===== src/rtl/sliding_window_peak_rate_assert.svh =====
// Assertion macros for the sliding window peak rate block
`ifndef SLIDING_WINDOW_PEAK_RATE_ASSERT_SVH
`define SLIDING_WINDOW_PEAK_RATE_ASSERT_SVH

// Same-cycle implication, disabled while reset is held
`define SWPR_ASSERT_SAME(label, clk, rst_n, ante, cons) \
    label: assert property (@(posedge clk) disable iff (!(rst_n)) (ante) |-> (cons)) \
        else $error("swpr assertion failed");

// Next-cycle implication, disabled while reset is held
`define SWPR_ASSERT_NEXT(label, clk, rst_n, ante, cons) \
    label: assert property (@(posedge clk) disable iff (!(rst_n)) (ante) |=> (cons)) \
        else $error("swpr assertion failed");

`endif


===== src/rtl/swpr_ram.sv =====
// Generic single write port, single read port RAM with registered read
module swpr_ram #(
    parameter int WIDTH = 8,
    parameter int DEPTH = 16
) (
    input  logic                     i_clk,
    input  logic                     i_wr_en,
    input  logic [$clog2(DEPTH)-1:0] i_wr_addr,
    input  logic [WIDTH-1:0]         i_wr_data,
    input  logic [$clog2(DEPTH)-1:0] i_rd_addr,
    output logic [WIDTH-1:0]         o_rd_data
);

    logic [WIDTH-1:0] r_mem [DEPTH];
    logic [WIDTH-1:0] r_rd_data;

    always_ff @(posedge i_clk) begin
        if (i_wr_en) begin
            r_mem[i_wr_addr] <= i_wr_data;
        end
        r_rd_data <= r_mem[i_rd_addr];
    end

    assign o_rd_data = r_rd_data;

endmodule


===== config.mk =====
export PLATFORM = sky130hd
export DESIGN_NAME = swpr_ram
export DESIGN_NICKNAME = d
export VERILOG_FILES = /design/src/rtl/sliding_window_peak_rate_assert.svh /design/src/rtl/swpr_ram.sv
export SDC_FILE = /design/constraint.sdc
export NUM_CORES = 1
export LEC_CHECK = 0
export BUFFER_PORTS_ARGS = -buffer_cell sky130_fd_sc_hd__buf_2
export CAP_MARGIN = 20
export CORE_ASPECT_RATIO = 2
export CORE_MARGIN = 2
export CORE_UTILIZATION = 54
export CTS_CLUSTER_DIAMETER = 60
export DETAILED_ROUTE_END_ITERATION = 8
export PLACE_DENSITY_LB_ADDON = 0.2
export SLEW_MARGIN = 30
export SYNTH_ARGS = -nofsm -noshare
export SYNTH_HDL_FRONTEND = slang
export SYNTH_SLANG_ARGS = --single-unit

===== constraint.sdc =====
create_clock -name i_clk -period 1.7 [get_ports i_clk]
set_clock_uncertainty 0.2 [all_clocks]
set_input_delay 0.085 -clock i_clk [delete_from_list [all_inputs] [get_ports i_clk]]
set_output_delay 0.085 -clock i_clk [all_outputs]
set_load 0.05 [all_outputs]

==> impl_metrics.csv <==
group,metric,value,unit
worst_setup_path,critPathLaunchType,"flip-flop",
clock_tree,clk_pin_slew,0.06,ns
die,start_util,55.22,%
detailed_routing,viasPerCell,5.939,
place,dpl.hpwl,5942,um
worst_setup_path,crit_path_end_kind,"flip-flop",
sta,fin_crit_sh,88.73,%
global_route,grt_pass1_vias,2529,
sta,worstMarginPinSlew,0.6908,ns
sta,finalHoldViolCount,0,
finish,final_area,6216,um2
worst_setup_path,crit_type,"flip-flop to flip-flop",
worst_setup_path,cp.required,1.80,ns
logic_synthesis,synth_cells,229,
clock_tree,cts_sinks,136,
worst_setup_path,ff2ff_path_depth,3,
worst_setup_path,cp.arrival,1.61,ns
die,io-pin-count,26,
clock_tree,cts_buffers,17,
power,p_per_area,1290,nW/um2
sta,min_period,1.508,ns
sta,rsz0062_at_grt,"no",
place,io_buffers,25,
status,outcome,"complete, no violations",
finish,fill_cells,604,
detailed_routing,route.detailed.drc,0,
worst_hold_path,hold_path_depth,5,
sta,timing.hold.ws,0.02725,ns
power,power,0.008016,W
worst_setup_path,path_max_fanout,1,
worst_setup_path,worstPathCellList,"mux4_1 -> a22oi_1 -> nand2_1",
job,drv_cap,0,
clock_tree,insertion_delay,0.42,ns
logic_synthesis,synth_cell_types,19,
finish,layout_commonest_cell,"edfxtp_1",
logic_synthesis,yosys_register_bits,136,
finish,syn_to_final_growth,20.76,%
sta,slew_violations,0,
sta,slew_headroom,53.85,%
place,dp.cells,368,
finish,diodes,0,
clock_tree,post-cts-setup-buffers,0,
finish,final_cell_mix,"128 x edfxtp_1, 25 x buf_2, 18 x mux4_2",
global_route,grt_pass1_wl,14060,um
sta,finalSetupTns,0,ns
die,die_y,142.1,um
global_route,grt_max_degree,33,
finish,nNetsFinal,309,
global_route,antenna_found_initial,0,
clock_tree,cts-root-buf,"clkbuf_16",
finish,instances_no_fill,408,
detailed_routing,drt-wirelength-per-cell,22.29,um
sta,setup_viol,0,
finish,drive_above_1_share,31.58,%
die,core_area,9321,um2
place,place_area,5509,um2
detailed_routing,dr_total_vias,2423,
detailed_routing,first_iter_violations,173,
global_route,gr-usage-all-layers,19.72,%
worst_setup_path,cpPeakStageDelay,0.51,ns
power,vdd_drop_max,945.1,uV
clock_tree,cts_buffer_depth,2,
die,die_area,10380,um2
die,rows,50,
logic_synthesis,syn_area_per_cell,22.48,um2
clock_tree,ctsHtreeMaxLevel,4,
worst_setup_path,cp_slowest_cell,"mux4_1",
clock_tree,cts_tree,"built",
worst_hold_path,hold_path.class,"input pin to flip-flop",
place,place.gp.congestion,0.7483,
die,die_w,73.04,um
logic_synthesis,yosys_warnings,0,
power,p_leak,2.150,nW
detailed_routing,antenna_left,0,
logic_synthesis,synth_area,5147,um2
global_route,grt.overflow.total,0,
logic_synthesis,ys_seq_area_share,77.78,%
sta,max_clock_freq,662.9,MHz
detailed_routing,drt_pre_antenna_iters,7,
logic_synthesis,synth_nets,247,
detailed_routing,wirelength,9093,um
==> path summary, 6_finish.rpt <==
kind	from	end	slack, ns
setup / recovery	r_mem[1][5]	o_rd_data[5]	0.19
hold / removal	i_rd_addr[3]	o_rd_data[2]	0.03
setup reg to reg	r_mem[1][5]	o_rd_data[5]	0.19
hold reg to reg	r_mem[8][5]	o_rd_data[5]	0.48
==> metal layers <==
metal / routed length, um / global-route usage [%] / share of wire [%]
met1: 3480 / 22.48 / 38
met2: 5156 / 33.38 / 57
met5: 0 / 0 / 0
met3: 289 / 6.303 / 3.2
met4: 167 / 8.480 / 1.8
==> where the power goes <==
group	leakage (nW)	internal, W	switching [W]
combinational	0.625	0.000168	0.000261
clock	0.301	0.00246	0.00136
sequential	1.22	0.00375	0.0000178
==> registers in the layout, summed over array words and instances (netlist names) <==
signal / flops
r_mem: 128
o_rd_data: 8
==> cell families after synthesis <==
logic type             count (synthesis)  share of synthesized area [%]
multiplexers                          32                          15.02
AND/OR/NAND/NOR                       35                          3.184
buffers and inverters                 10                          1.677
AO/OA/AOI/OAI                         16                          2.334
flip-flops                           136                          77.78
==> final cells by class <==
class,instances,area (um2),share of cell area [%]
timing repair buffer,53,392.9,6.320
clock inverter,15,201.4,3.241
tap,104,130.1,2.093
multi-input combinational,83,1062,17.09
clock buffer,17,425.4,6.844
sequential,136,4004,64.41
==> cells in the mapped netlist (all sizes together) <==
library cell	instances	area share (%)
nor2b	1	0.12
mux4	32	15
nand2	9	0.66
a22oi	16	2.3
nor2	13	0.95
nand3b	2	0.29
and2b	1	0.15
edfxtp	128	75
buf	7	1.1
nand3	1	0.097
or3b	1	0.17
and2	1	0.12
dfxtp	8	3.1
nand2b	2	0.24
nor3	4	0.39
clkdlybuf4s25	3	0.58
==> per-stage QoR <==
stage / utilization [%] / setup WS [ns]
3_5_place_dp: 59.10 / 0.05882
3_3_place_gp: 59.10 / 0.06755
5_1_grt: 66.68 / 0.1339
4_1_cts: 66.68 / 0.2025
6_report: 66.68 / 0.1915
2_1_floorplan: - / 0.1489
==> worst max-delay path, delay by kind of cell (launching register included) <==
family             cells  cell delay [ns]
AOI/OAI and AO/OA      1             0.25
DFF                    1             0.36
muxes                  1             0.51
and+or+nand+nor        1             0.08
==> timing repair <==
item | CTS | global route
gates resized for setup | 0 | 0
hold buffers | 8 | 0
endpoints found under the hold margin | 128 | 0
(Power assumes the default switching activity.)
