$ cat config.mk
export PLATFORM = sky130hd
export DESIGN_NAME = swpr_stamp
export DESIGN_NICKNAME = d
export VERILOG_FILES = /design/src/rtl/sliding_window_peak_rate_assert.svh /design/src/rtl/swpr_pkg.sv /design/src/rtl/swpr_stamp.sv
export SDC_FILE = /design/constraint.sdc
export NUM_CORES = 1
export LEC_CHECK = 0
export ABC_AREA = 1
export BUFFER_PORTS_ARGS = -buffer_cell sky130_fd_sc_hd__buf_2
export CELL_PAD_IN_SITES_DETAIL_PLACEMENT = 1
export CELL_PAD_IN_SITES_GLOBAL_PLACEMENT = 2
export CORE_ASPECT_RATIO = 1.5
export CORE_MARGIN = 3
export CORE_UTILIZATION = 40
export CTS_BUF_LIST = sky130_fd_sc_hd__clkbuf_8
export CTS_CLUSTER_DIAMETER = 150
export DETAILED_ROUTE_END_ITERATION = 16
export GPL_TIMING_DRIVEN = 0
export PLACE_DENSITY_LB_ADDON = 0.1
export SYNTH_ARGS = -nofsm -noshare
export SYNTH_HDL_FRONTEND = slang
export SYNTH_SLANG_ARGS = --single-unit
$ cat constraint.sdc
create_clock -name i_clk -period 7.8 [get_ports i_clk]
set_clock_uncertainty 0.1 [all_clocks]
set_input_delay 0.39 -clock i_clk [delete_from_list [all_inputs] [get_ports i_clk]]
set_output_delay 0.39 -clock i_clk [all_outputs]
set_load 0.005 [all_outputs]
$ cat src/rtl/sliding_window_peak_rate_assert.svh
// Assertion macros for the sliding window peak rate block
`ifndef SLIDING_WINDOW_PEAK_RATE_ASSERT_SVH
`define SLIDING_WINDOW_PEAK_RATE_ASSERT_SVH

// Same-cycle implication, disabled while reset is held
`define SWPR_ASSERT_SAME(label, clk, rst_n, ante, cons) \
    label: assert property (@(posedge clk) disable iff (!(rst_n)) (ante) |-> (cons)) \
        else $error("swpr assertion failed");

// Next-cycle implication, disabled while reset is held
`define SWPR_ASSERT_NEXT(label, clk, rst_n, ante, cons) \
    label: assert property (@(posedge clk) disable iff (!(rst_n)) (ante) |=> (cons)) \
        else $error("swpr assertion failed");

`endif

$ cat src/rtl/swpr_pkg.sv
// Shared types and constants of the sliding window peak rate block
package swpr_pkg;

    localparam int RING_DEPTH = 1024;
    localparam int RING_AW    = $clog2(RING_DEPTH);
    localparam int CNT_W      = RING_AW + 1;

    localparam int TS_W       = 22;
    localparam int DAY_W      = 5;
    localparam int HOUR_W     = 5;
    localparam int MIN_W      = 6;
    localparam int SEC_W      = 6;
    localparam int STATUS_W   = 10;
    localparam int CNT_OUT_W  = 11;
    localparam int ERR_W      = 16;

    localparam int MUL_A_W    = 6;
    localparam int WEIGHT_W   = 17;
    localparam int PROD_W     = MUL_A_W + WEIGHT_W;

    localparam int SEC_PER_MIN  = 60;
    localparam int MIN_PER_HOUR = 60;
    localparam int HOUR_PER_DAY = 24;
    localparam int SEC_PER_HOUR = SEC_PER_MIN * MIN_PER_HOUR;
    localparam int SEC_PER_DAY  = SEC_PER_HOUR * HOUR_PER_DAY;

    localparam logic [WEIGHT_W-1:0] W_DAY  = WEIGHT_W'(SEC_PER_DAY);
    localparam logic [WEIGHT_W-1:0] W_HOUR = WEIGHT_W'(SEC_PER_HOUR);
    localparam logic [WEIGHT_W-1:0] W_MIN  = WEIGHT_W'(SEC_PER_MIN);
    localparam logic [WEIGHT_W-1:0] W_SEC  = WEIGHT_W'(1);

    localparam logic [STATUS_W-1:0] STATUS_ERR_LO = STATUS_W'(500);
    localparam logic [STATUS_W-1:0] STATUS_ERR_HI = STATUS_W'(599);

    localparam logic [ERR_W-1:0]  ERR_MAX       = {ERR_W{1'b1}};
    localparam logic [TS_W-1:0]   WINDOW_RESET  = TS_W'(60);
    localparam logic [CNT_W-1:0]  DEPTH_CNT     = CNT_W'(RING_DEPTH);
    localparam logic [CNT_W-1:0]  DEPTH_CNT_M1  = CNT_W'(RING_DEPTH - 1);

    typedef struct packed {
        logic [DAY_W-1:0]  day;
        logic [HOUR_W-1:0] hour;
        logic [MIN_W-1:0]  minute;
        logic [SEC_W-1:0]  second;
    } t_time;

    typedef struct packed {
        logic [CNT_OUT_W-1:0] window_count;
        logic [CNT_OUT_W-1:0] peak_count;
        logic [ERR_W-1:0]     error_count;
        logic                 ring_overflowed;
    } t_result;

    typedef struct packed {
        logic            wr_en;
        logic [RING_AW-1:0] wr_addr;
        logic [TS_W-1:0] wr_data;
        logic [RING_AW-1:0] rd_addr;
    } t_ring_req;

    typedef enum logic [2:0] {
        ST_IDLE,
        ST_DAY,
        ST_HOUR,
        ST_MIN,
        ST_SEC
    } t_stamp_state;

    typedef enum logic [2:0] {
        S_IDLE,
        S_STAMP,
        S_PUSH,
        S_READ,
        S_CMP,
        S_FIN
    } t_ctrl_state;

endpackage

$ cat src/rtl/swpr_stamp.sv
// Time to absolute second count, one multiply-accumulate per cycle
module swpr_stamp (
    input  logic                      i_clk,
    input  logic                      i_rst_n,
    input  logic                      i_start,
    input  swpr_pkg::t_time           i_time,
    output logic                      o_done,
    output logic [swpr_pkg::TS_W-1:0] o_stamp
);

    swpr_pkg::t_stamp_state r_state, n_state;
    swpr_pkg::t_time        r_time;
    logic [swpr_pkg::TS_W-1:0]     r_acc, n_acc;
    logic                          r_done, n_done;
    logic [swpr_pkg::MUL_A_W-1:0]  mul_a;
    logic [swpr_pkg::WEIGHT_W-1:0] mul_b;
    logic [swpr_pkg::PROD_W-1:0]   prod;

    always_ff @(posedge i_clk) begin
        if (!i_rst_n) begin
            r_state <= swpr_pkg::ST_IDLE;
            r_done  <= 1'b0;
        end else begin
            r_state <= n_state;
            r_done  <= n_done;
        end
    end

    always_ff @(posedge i_clk) begin
        r_acc <= n_acc;
        if (i_start && (r_state == swpr_pkg::ST_IDLE)) begin
            r_time <= i_time;
        end
    end

    assign prod = swpr_pkg::PROD_W'(mul_a) * swpr_pkg::PROD_W'(mul_b);

    always_comb begin
        n_state = r_state;
        n_acc   = r_acc + swpr_pkg::TS_W'(prod);
        n_done  = 1'b0;
        mul_a   = '0;
        mul_b   = '0;
        unique case (r_state)
            swpr_pkg::ST_IDLE: begin
                n_acc = r_acc;
                if (i_start) begin
                    n_acc   = '0;
                    n_state = swpr_pkg::ST_DAY;
                end
            end
            swpr_pkg::ST_DAY: begin
                mul_a   = swpr_pkg::MUL_A_W'(r_time.day);
                mul_b   = swpr_pkg::W_DAY;
                n_state = swpr_pkg::ST_HOUR;
            end
            swpr_pkg::ST_HOUR: begin
                mul_a   = swpr_pkg::MUL_A_W'(r_time.hour);
                mul_b   = swpr_pkg::W_HOUR;
                n_state = swpr_pkg::ST_MIN;
            end
            swpr_pkg::ST_MIN: begin
                mul_a   = swpr_pkg::MUL_A_W'(r_time.minute);
                mul_b   = swpr_pkg::W_MIN;
                n_state = swpr_pkg::ST_SEC;
            end
            swpr_pkg::ST_SEC: begin
                mul_a   = swpr_pkg::MUL_A_W'(r_time.second);
                mul_b   = swpr_pkg::W_SEC;
                n_state = swpr_pkg::ST_IDLE;
                n_done  = 1'b1;
            end
            default: begin
                n_state = swpr_pkg::ST_IDLE;
            end
        endcase
    end

    assign o_done  = r_done;
    assign o_stamp = r_acc;

endmodule

==> results <==
- The number of standard-cell rows in the floorplan is between 40 and 50.
- The worst slew margin relative to its limit is 0.248.
- Once the clock tree was built, the resizer swapped 0 gates to a different size.
- The count of distinct cell types in the synthesized netlist is 29.
- The upper clock frequency limit is about 0.18 GHz.
- After detailed routing, the number of remaining DRC violations is 0.
- Prior to clock tree synthesis, the placed netlist has a worst setup slack of roughly 2.2 ns.
- The number of fill cells is around 1500.
- By count the netlist is led by inv_1, nand2_1, nor2_1.
- The kind of start point of the critical path is a flop.
- Ranked by total cell area, the synthesized netlist is headed by edfxtp_1, fa_1, inv_1.
- The remaining global-route overflow is 0.
- The worst setup path is captured at a flop.
- The routed design has 12.8 mm of wire.
- After the first detailed-routing iteration, the DRC count stood at 96.
- The post-synthesis to final-layout area growth is 11.3%.
- The vertical die dimension is about 140 um.
- The time the final worst path needs with I/O delays and setup is approximately 5.6 ns.
- After layout, the worst setup slack is approximately 2.2 ns.
- The final route contains approximately 3900 vias.
- The detailed-routing iteration count for the pre-antenna-repair pass is 4.
- In the final layout, the share of cells above drive strength 1 is 0.104.
- After the last flow step, the layout net total stands at 790.
- The required time at the endpoint of the critical path is approximately 8 ns.
- The maximum VDD drop is 0.139 mV.
- The clock transition time at the flip-flop clock pins of the worst setup and hold paths is 0.11 ns.
- The via count of the first global-routing pass was roughly 4300.
- The first global-routing pass estimated approximately 21 mm of wire.
- Clock tree synthesis selected as its root buffer the cell clkbuf_8.
- The number of buffers inserted by hold repair at cts is 0.
- The netlist area before placement is 4980 um2.
- The final hold violation count is 0.
- In the global route stage, met3 resource usage came out at 0.0201.
- The worst-path maximum fanout is 6.
- The HPWL after detailed placement is approximately 11 mm.
- In the global route stage, overall resource usage came out at 0.194.
- The total negative setup slack is 0 ns.
- The critical path class is reg2reg.
- The final estimated routing congestion in global placement is approximately 0.83.
- The flow ran to the end, and the final reports show no timing, DRC or antenna violations.
- The power after layout is approximately 0.0016 W.
- The vias per cell is between 4 and 5.
- The core region is roughly 12000 um2.
- Dividing the final minimum period by the clock period gives 0.716.
- The number of antenna violations at the first check in global routing is 0.
- Setup repair after global routing left no endpoint under its margin.
- The clock net sink count is 48.
- The largest net degree at the start of global routing is 24.
- TritonCTS created 5 clock buffers.
- The die covers 13800 um2.
- The depth of the CTS H-tree is 2.
- The clock power share is 0.108.
- The average instance area after synthesis is 8.25 um2.
- The number of pins exceeding their max-slew limit in the final report is 0.
- The clock reaches the later pin of the worst-skew pair after roughly 0.31 ns.
- The I/O pin total is 48.
- The transition time at the pin with the least slew margin is 1.13 ns.
- The most used flip-flop cell after synthesis is edfxtp_1.
- The met2 track demand over resource in global routing is 0.377.
- The tool flagged a number of max-cap violations equal to 0.
- The leakage power is 3.18 nW.
- Of the post-synthesis cell area, the dominant cell type holds 0.266.
- Of all flip-flops after synthesis, the portion carrying an async set or reset was 0.
- The horizontal die dimension is between 90 and 100 um.
- Once detail routing completed, the nets flagged for antenna violations numbered 0.
- The quantity of I/O buffers inserted on ports is 47.
- The number of setup buffers added after CTS is 0.
- For the worst setup path, the data arrival time is approximately 5.6 ns.
- Of the total power, the share spent switching nets is 0.497.
- The analysis attributes to net switching a power of 0.000778 W.
- The yosys synthesis warning count is 0.
- The cell count after synthesis came out at roughly 600.
- The TritonCTS clock tree is built.
- The power per cell area is approximately 280 nW/um2.
- The initial utilization of the core area, before any placement, comes to 0.412.
- The biggest area consumer among synthesized cells is edfxtp_1.
- The post-synthesis sequential area ratio is 0.282.
- The share of total power in sequential cells is 0.252.
- The reg-to-reg setup timing slack is between 2 and 2.5 ns.
- The number of antenna diodes in the final layout is 0.
- The final setup violation count is 0.
- The internal power of the cells totals between 0.0007 and 0.0008 W.
- The maximum clock insertion buffer count is 2.
- For this run, global-route usage on met1 was measured as 0.214.
- The type of the tightest min-delay check is in2reg.
- met2 is the most crowded layer.
- inv_1 is the most common cell in the netlist.
- The number of enable-type register cells in the synthesized netlist is 44.
- The synthesized design contains 48 register bits.
- Dividing the detail-routed wire length by the instance count gives approximately 16 um.
- The share of total power dissipated in combinational logic is 0.640.
==> cells in the final DEF (no fill, tap or decap) <==
cell          n
nand3_1      19
edfxtp_1     44
conb_1        6
nand3_2       2
o22ai_1       1
buf_8         1
inv_1       183
fa_1         56
nor2_4        2
o21a_1        2
o31ai_1       1
o31ai_2       1
dfxtp_1       4
nor2_1       63
clkinvlp_4    2
nor3_4        1
clkbuf_8      6
buf_2        47
nor3_1        3
and2_1        1
o21bai_1      2
buf_4         1
xor2_1        2
nand2_2       3
nand2_1     126
a21boi_1      1
nand4_1       3
inv_2         1
a21oi_1      25
o21ai_0       6
nor2_2        2
nand3b_1      1
ha_1         46
==> flip-flops by register name, summed over array words and instances (netlist names) <==
register and flops:
o_stamp 22, r_state 3, o_done 1, r_time 22
==> final cells by class <==
cell class / instances / area (um2) / share of cell area
clock inverters: 2 / 15.0 / 0.00271
plain buffers: 1 / 7.51 / 0.00136
multi-input cells: 375 / 2900 / 0.523
repair buffers: 48 / 250 / 0.0452
inverters: 184 / 691 / 0.125
flip-flops and latches: 48 / 1400 / 0.253
well taps: 153 / 191 / 0.0346
clock buffers: 6 / 82.6 / 0.0149
==> kinds of logic after synthesis <==
group	Yosys count	synth area share
and+or+nand+nor	226	0.189
AOI/OAI and AO/OA	39	0.0440
DFF	48	0.282
other	1	0.000754
buffers and inverters	185	0.140
xor gates and xnor gates	2	0.00352
adders and majority gates	102	0.341
==> metrics by stage <==
stage          utilization  hold WS (ns)  instance area, um2  cells
5_1_grt              0.458         0.127                5540    817
2_1_floorplan            -         0.389                4990    608
3_5_place_dp         0.450         0.468                5440    809
3_3_place_gp         0.449         0.468                5420    808
4_1_cts              0.458         0.127                5540    817
6_report             0.458         0.141                5540    817
==> layer usage <==
metal	wire length, um	part of all wire
met1	5000	0.39
met2	7050	0.55
met3	287	0.022
met4	453	0.035
met5	0	0
==> power groups by stage <==
stage                     Clock [W]  Sequential (W)  Combinational (W)
final                      0.000168        0.000395            0.00100
after global routing       0.000183        0.000402            0.00118
after CTS                  0.000176        0.000397            0.00103
after detailed placement          0        0.000403            0.00102
after global placement            0        0.000400           0.000992
after floorplan                   0        0.000398           0.000719
==> worst max-delay path, stage by stage (launching register included) <==
cell	delay, ns
dfxtp_1	0.43
nor3_4	0.30
inv_1	0.11
nor2_1	0.61
o31ai_1	0.19
fa_1	0.56
inv_1	0.07
fa_1	0.52
fa_1	0.56
inv_1	0.06
fa_1	0.50
inv_1	0.05
ha_1	0.35
nand2_1	0.12
inv_1	0.11
nand2_1	0.06
nand2_1	0.09
inv_1	0.04
nand2_1	0.15
nand2_1	0.07
nand2_1	0.12
nand2_1	0.07
nand2_1	0.06
nor2_1	0.04
==> worst paths after layout <==
check | startpoint | to | depth (start not counted)
worst max-delay path | r_state[1] | o_stamp[13] | 23
worst min-delay path | i_time[13] | r_time[13] | 1
worst max register to register | r_state[1] | o_stamp[13] | 23
worst min register to register | r_state[0] | r_state[0] | 3
(Power assumes the default switching activity.)
