[config.mk]
export PLATFORM = sky130hd
export DESIGN_NAME = swpr_ctrl
export DESIGN_NICKNAME = d
export VERILOG_FILES = /design/src/rtl/sliding_window_peak_rate_assert.svh /design/src/rtl/swpr_pkg.sv /design/src/rtl/swpr_ctrl.sv
export SDC_FILE = /design/constraint.sdc
export NUM_CORES = 1
export LEC_CHECK = 0
export BUFFER_PORTS_ARGS = -buffer_cell sky130_fd_sc_hd__buf_2
export CAP_MARGIN = 15
export CORE_MARGIN = 1
export CORE_UTILIZATION = 55
export CTS_CLUSTER_DIAMETER = 150
export DETAILED_ROUTE_END_ITERATION = 12
export PLACE_DENSITY = 0.82
export REMOVE_ABC_BUFFERS = 1
export SKIP_LAST_GASP = 1
export SYNTH_ARGS = -nofsm -noshare
export SYNTH_HDL_FRONTEND = slang
export SYNTH_SLANG_ARGS = --single-unit
[constraint.sdc]
create_clock -name i_clk -period 6.6 [get_ports i_clk]
set_input_delay 1.32 -clock i_clk [delete_from_list [all_inputs] [get_ports i_clk]]
set_output_delay 1.32 -clock i_clk [all_outputs]
set_load 0.005 [all_outputs]
[src/rtl/sliding_window_peak_rate_assert.svh]
// Assertion macros for the sliding window peak rate block
`ifndef SLIDING_WINDOW_PEAK_RATE_ASSERT_SVH
`define SLIDING_WINDOW_PEAK_RATE_ASSERT_SVH

// Same-cycle implication, disabled while reset is held
`define SWPR_ASSERT_SAME(label, clk, rst_n, ante, cons) \
    label: assert property (@(posedge clk) disable iff (!(rst_n)) (ante) |-> (cons)) \
        else $error("swpr assertion failed");

// Next-cycle implication, disabled while reset is held
`define SWPR_ASSERT_NEXT(label, clk, rst_n, ante, cons) \
    label: assert property (@(posedge clk) disable iff (!(rst_n)) (ante) |=> (cons)) \
        else $error("swpr assertion failed");

`endif

[src/rtl/swpr_pkg.sv]
// Shared types and constants of the sliding window peak rate block
package swpr_pkg;

    localparam int RING_DEPTH = 1024;
    localparam int RING_AW    = $clog2(RING_DEPTH);
    localparam int CNT_W      = RING_AW + 1;

    localparam int TS_W       = 22;
    localparam int DAY_W      = 5;
    localparam int HOUR_W     = 5;
    localparam int MIN_W      = 6;
    localparam int SEC_W      = 6;
    localparam int STATUS_W   = 10;
    localparam int CNT_OUT_W  = 11;
    localparam int ERR_W      = 16;

    localparam int MUL_A_W    = 6;
    localparam int WEIGHT_W   = 17;
    localparam int PROD_W     = MUL_A_W + WEIGHT_W;

    localparam int SEC_PER_MIN  = 60;
    localparam int MIN_PER_HOUR = 60;
    localparam int HOUR_PER_DAY = 24;
    localparam int SEC_PER_HOUR = SEC_PER_MIN * MIN_PER_HOUR;
    localparam int SEC_PER_DAY  = SEC_PER_HOUR * HOUR_PER_DAY;

    localparam logic [WEIGHT_W-1:0] W_DAY  = WEIGHT_W'(SEC_PER_DAY);
    localparam logic [WEIGHT_W-1:0] W_HOUR = WEIGHT_W'(SEC_PER_HOUR);
    localparam logic [WEIGHT_W-1:0] W_MIN  = WEIGHT_W'(SEC_PER_MIN);
    localparam logic [WEIGHT_W-1:0] W_SEC  = WEIGHT_W'(1);

    localparam logic [STATUS_W-1:0] STATUS_ERR_LO = STATUS_W'(500);
    localparam logic [STATUS_W-1:0] STATUS_ERR_HI = STATUS_W'(599);

    localparam logic [ERR_W-1:0]  ERR_MAX       = {ERR_W{1'b1}};
    localparam logic [TS_W-1:0]   WINDOW_RESET  = TS_W'(60);
    localparam logic [CNT_W-1:0]  DEPTH_CNT     = CNT_W'(RING_DEPTH);
    localparam logic [CNT_W-1:0]  DEPTH_CNT_M1  = CNT_W'(RING_DEPTH - 1);

    typedef struct packed {
        logic [DAY_W-1:0]  day;
        logic [HOUR_W-1:0] hour;
        logic [MIN_W-1:0]  minute;
        logic [SEC_W-1:0]  second;
    } t_time;

    typedef struct packed {
        logic [CNT_OUT_W-1:0] window_count;
        logic [CNT_OUT_W-1:0] peak_count;
        logic [ERR_W-1:0]     error_count;
        logic                 ring_overflowed;
    } t_result;

    typedef struct packed {
        logic            wr_en;
        logic [RING_AW-1:0] wr_addr;
        logic [TS_W-1:0] wr_data;
        logic [RING_AW-1:0] rd_addr;
    } t_ring_req;

    typedef enum logic [2:0] {
        ST_IDLE,
        ST_DAY,
        ST_HOUR,
        ST_MIN,
        ST_SEC
    } t_stamp_state;

    typedef enum logic [2:0] {
        S_IDLE,
        S_STAMP,
        S_PUSH,
        S_READ,
        S_CMP,
        S_FIN
    } t_ctrl_state;

endpackage

[src/rtl/swpr_ctrl.sv]
// Sequencer: push, trim loop with shared compare, peak and result register
module swpr_ctrl (
    input  logic                          i_clk,
    input  logic                          i_rst_n,
    input  logic                          i_accept,
    input  logic [swpr_pkg::STATUS_W-1:0] i_status,
    input  logic                          i_stamp_done,
    input  logic [swpr_pkg::TS_W-1:0]     i_stamp,
    input  logic [swpr_pkg::TS_W-1:0]     i_window,
    input  logic [swpr_pkg::TS_W-1:0]     i_rd_data,
    input  logic                          i_out_stall,
    output swpr_pkg::t_ring_req           o_ring,
    output logic                          o_busy,
    output logic                          o_out_valid,
    output swpr_pkg::t_result             o_result
);

    swpr_pkg::t_ctrl_state r_state, n_state;
    logic [swpr_pkg::RING_AW-1:0]  r_oldest, n_oldest;
    logic [swpr_pkg::CNT_W-1:0]    r_held, n_held;
    logic [swpr_pkg::CNT_W-1:0]    r_peak, n_peak;
    logic [swpr_pkg::ERR_W-1:0]    r_err, n_err;
    logic                          r_ovf, n_ovf;
    logic [swpr_pkg::STATUS_W-1:0] r_status;
    logic                          r_out_valid, n_out_valid;
    swpr_pkg::t_result             r_out, n_out;

    logic [swpr_pkg::RING_AW-1:0]  push_oldest;
    logic [swpr_pkg::CNT_W-1:0]    push_held;
    logic                          push_ovf;
    logic                          is_err;
    logic signed [swpr_pkg::TS_W+1:0] diff;
    logic                          pop;
    logic                          out_free;

    always_ff @(posedge i_clk) begin
        if (!i_rst_n) begin
            r_state     <= swpr_pkg::S_IDLE;
            r_oldest    <= '0;
            r_held      <= '0;
            r_peak      <= '0;
            r_err       <= '0;
            r_ovf       <= 1'b0;
            r_out_valid <= 1'b0;
        end else begin
            r_state     <= n_state;
            r_oldest    <= n_oldest;
            r_held      <= n_held;
            r_peak      <= n_peak;
            r_err       <= n_err;
            r_ovf       <= n_ovf;
            r_out_valid <= n_out_valid;
        end
    end

    always_ff @(posedge i_clk) begin
        r_out <= n_out;
        if (i_accept) begin
            r_status <= i_status;
        end
    end

    assign is_err = (r_status >= swpr_pkg::STATUS_ERR_LO)
                 && (r_status <= swpr_pkg::STATUS_ERR_HI);

    // time may run backwards: signed difference, negative never pops
    assign diff = $signed({2'b00, i_stamp}) - $signed({2'b00, i_rd_data});
    assign pop  = diff >= $signed({2'b00, i_window});

    assign out_free = !r_out_valid || !i_out_stall;

    always_comb begin
        if (r_held >= swpr_pkg::DEPTH_CNT) begin
            push_oldest = r_oldest + swpr_pkg::RING_AW'(1);
            push_held   = swpr_pkg::DEPTH_CNT_M1;
            push_ovf    = 1'b1;
        end else begin
            push_oldest = r_oldest;
            push_held   = r_held;
            push_ovf    = 1'b0;
        end
    end

    always_comb begin
        n_state        = r_state;
        n_oldest       = r_oldest;
        n_held         = r_held;
        n_peak         = r_peak;
        n_err          = r_err;
        n_ovf          = r_ovf;
        n_out          = r_out;
        n_out_valid    = r_out_valid && i_out_stall;
        o_ring.wr_en   = 1'b0;
        o_ring.wr_addr = push_oldest + push_held[swpr_pkg::RING_AW-1:0];
        o_ring.wr_data = i_stamp;
        o_ring.rd_addr = r_oldest;
        unique case (r_state)
            swpr_pkg::S_IDLE: begin
                if (i_accept) begin
                    n_state = swpr_pkg::S_STAMP;
                end
            end
            swpr_pkg::S_STAMP: begin
                if (i_stamp_done) begin
                    n_state = swpr_pkg::S_PUSH;
                end
            end
            swpr_pkg::S_PUSH: begin
                o_ring.wr_en = 1'b1;
                n_oldest     = push_oldest;
                n_held       = push_held + swpr_pkg::CNT_W'(1);
                n_ovf        = push_ovf;
                if (is_err && (r_err != swpr_pkg::ERR_MAX)) begin
                    n_err = r_err + swpr_pkg::ERR_W'(1);
                end
                n_state = swpr_pkg::S_READ;
            end
            swpr_pkg::S_READ: begin
                // newest entry is never popped
                if (r_held > swpr_pkg::CNT_W'(1)) begin
                    n_state = swpr_pkg::S_CMP;
                end else begin
                    n_state = swpr_pkg::S_FIN;
                end
            end
            swpr_pkg::S_CMP: begin
                if (pop) begin
                    n_oldest = r_oldest + swpr_pkg::RING_AW'(1);
                    n_held   = r_held - swpr_pkg::CNT_W'(1);
                    n_state  = swpr_pkg::S_READ;
                end else begin
                    n_state = swpr_pkg::S_FIN;
                end
            end
            swpr_pkg::S_FIN: begin
                if (r_held > r_peak) begin
                    n_peak = r_held;
                end
                if (out_free) begin
                    n_out.window_count    = swpr_pkg::CNT_OUT_W'(r_held);
                    n_out.peak_count      = swpr_pkg::CNT_OUT_W'(n_peak);
                    n_out.error_count     = r_err;
                    n_out.ring_overflowed = r_ovf;
                    n_out_valid           = 1'b1;
                    n_state               = swpr_pkg::S_IDLE;
                end
            end
            default: begin
                n_state = swpr_pkg::S_IDLE;
            end
        endcase
    end

    assign o_busy      = (r_state != swpr_pkg::S_IDLE);
    assign o_out_valid = r_out_valid;
    assign o_result    = r_out;

endmodule

==> flow_metrics.py <==
metrics = {
    "timing": {
        "holdWs_ps": 432,
        "slew_headroom_pct": 34.0,
        "hold_viol": 0,
        "finalCriticalPeriod_ps": 5670,
        "rsz0062_at_grt": "false",
        "setup_violations": 0,
        "fmax_mhz": 176,
        "slew_viol_final": 0,
        "fin_crit_sh_pct": 85.9,
        "tightest_slew_ps": 989,
        "fin_skew_ps": 5.10,
        "finalSetupTns_ps": 0,
    },
    "yosys": {
        "ys_warn_count": 0,
        "synth_common_cells": "inv_1, nand2_1, ha_1",
        "synth_edf_count": 47,
        "synth.most_common_cell": "inv_1",
        "synth_area_leaders": "edfxtp_1, dfxtp_1, ha_1",
        "ys_seq_area_share_pct": 35.7,
        "synth_top_cell_by_area": "edfxtp_1",
        "synth_cells": 793,
        "synth.avg_cell_area_um2": 8.73,
        "yosysUniqueCellTypes": 63,
        "ys.flop_type": "dfxtp_1",
        "synth_top_area_share_pct": 20.4,
        "ys_seq_elements": 100,
        "syn-cell-area_um2": 6920,
        "async_flop_share_pct": 0,
    },
    "global_routing": {
        "grt_max_degree": 40,
        "grt_use_total_pct": 23.5,
        "antenna_found_initial": 0,
        "grt_pass1_vias": 5588,
        "grt_overflow": 0,
        "grt_pass1_wl_um": 24900,
    },
    "clock_network": {
        "cts.repair.resized": 0,
        "cts.path.max_buffers": 2,
        "insertion_delay_ps": 350,
        "post_cts_buffers": 0,
        "cts_root_buffer": "clkbuf_16",
        "numCtsBuffers": 9,
        "cts.clk_slew.worst_paths_ps": 70,
        "htree_num_levels": 3,
        "cts.sinks": 100,
        "ctsHoldBuffers": 0,
        "cts_tree": "built",
    },
    "detailed_routing": {
        "met3WireLength_um": 736,
        "routedWlPerCell_um": 13.7,
        "routed_via_density": 5.43,
        "routed-wl-met2_um": 7440,
        "wl_um": 14900,
        "met1_length_um": 6600,
        "firstDrtPassIters": 4,
        "highest_layer": "met4",
        "vias": 5931,
        "drc": 0,
        "drt_iter0_markers": 369,
        "antenna_left": 0,
    },
    "placement": {
        "io_buffer_count": 162,
        "place_congestion": 0.935,
        "place_inst": 1076,
        "hpwl_um": 11200,
    },
    "setup_path": {
        "criticalPathCategory": "input pin to flip-flop",
        "cp-start-kind": "input pin",
        "path_max_fanout": 37,
        "cp_data_arrival_time_ps": 5940,
        "end_kind": "flip-flop",
        "cp.required_ps": 6870,
    },
    "power": {
        "power_density_nw_per_um2": 184,
        "vdd_drop_max_v": 0.000119,
        "p_leak_uw": 0.00361,
    },
    "floorplanning": {
        "dieArea_um2": 13000,
        "io_pins": 165,
        "die_x_um": 114,
        "rows": 40,
        "dieHeight_um": 114,
        "core_um2": 12200,
        "start_util_pct": 56.9,
    },
    "layout": {
        "antennaDiodeCount": 0,
        "layout.nets": 1073,
        "drive_above_1_share_pct": 22.9,
        "stdcell_count": 1093,
        "area_growth_pct": 15.7,
    },
    "worst_hold_path": {
        "hp-class": "flip-flop to flip-flop",
    },
    "run_status": {
        "outcome": "finished, final reports clean",
    },
    "job": {
        "cap_violations": 0,
    },
}
routing by layer:
layer | track usage (%) | up-vias
met5 | 0 | -
met4 | 6.32 | 0
met3 | 4.98 | 15
met2 | 42.3 | 180
met1 | 28.4 | 2728
li1 | - | 3008
critical path, stage by stage:
cell and delay, ps:
buf_2 90, inv_1 90, ha_1 230, nor2b_1 120, o21ai_0 220, a21boi_0 220
a2bb2oi_1 210, o31ai_1 390, o21ai_0 220, a2111oi_0 420, a2111oi_0 140, ha_1 330
nand3_1 100, nor2_1 170, nand3_1 80, a21oi_1 200, o21ai_0 190, o31a_4 510
or4_1 510, a21oi_1 150
kinds of logic (layout without fill, tap and decap cells):
group                    count (synthesis)  count (layout)  synth area share [%]
multiplexers                            22              22                  3.33
buffers and inverters                  127             259                  8.33
XOR/XNOR                                50              50                  6.33
AND/OR/NAND/NOR                        247             247                  17.2
adder cells (fa/ha/maj)                 72              72                  13.2
AO/OA/AOI/OAI                          175             175                  15.9
flip-flops                             100             100                  35.7
stage by stage:
step / util, % / instance area (um^2) / setup slack [ps] / power (uW)
floorplan: - / 6630 / 1450 / 875
global placement: 63.3 / 7690 / 801 / 962
detailed placement: 63.3 / 7690 / 642 / 970
CTS: 65.7 / 7990 / 997 / 1480
global route: 65.8 / 8010 / 551 / 1550
finish: 65.8 / 8010 / 929 / 1480
power breakdown:
group	internal (uW)	switching, uW	leakage, uW
sequential	655	11.9	0.000865
clock	266	251	0.000143
combinational	130	162	0.00260
total	1050	425	0.00361
cells in the final DEF, fill, tap and decap left out, types with 5 or more instances in the layout:
cell type,n
buf_2,162
inv_1,75
nand2_1,74
ha_1,70
nor2_1,69
a21oi_1,60
dfxtp_1,53
edfxtp_1,47
o21ai_0,42
xnor2_1,33
nand3_1,21
xor2_1,17
mux2i_1,14
nor3_1,12
or3_1,12
nand4_1,9
and3_1,9
clkbuf_16,9
mux2_2,8
a31oi_1,8
nor2b_1,7
o21a_1,7
nand2b_1,7
or2_2,7
a21o_1,7
o211ai_1,6
o31ai_1,5
and2_1,5
final cells by class:
cell class / instances / area (um^2)
fillers: 1017 / 4160
multi-input cells: 566 / 3880
flip-flops and latches: 100 / 2470
repair buffers: 167 / 861
inverters: 76 / 285
clock buffers: 9 / 225
well taps: 168 / 210
clock inverters: 7 / 68.8
state kept, by name, indices dropped and copies added, names as in the netlist:
name,flops
r_held,11
o_result,39
r_status,8
r_state,3
r_err,16
r_peak,11
r_oldest,10
o_out_valid,1
r_ovf,1
worst paths after layout:
path | cells past startpoint | end | from | slack [ps]
worst max-delay path | 20 | r_oldest[9] | i_rd_data[1] | 930
worst min-delay path | 0 | o_result[0] | r_ovf | 430
worst max register to register | 9 | o_result[26] | r_held[1] | 3670
worst min register to register | 0 | o_result[0] | r_ovf | 430
Note: power is estimated with default switching activity, not from simulation.
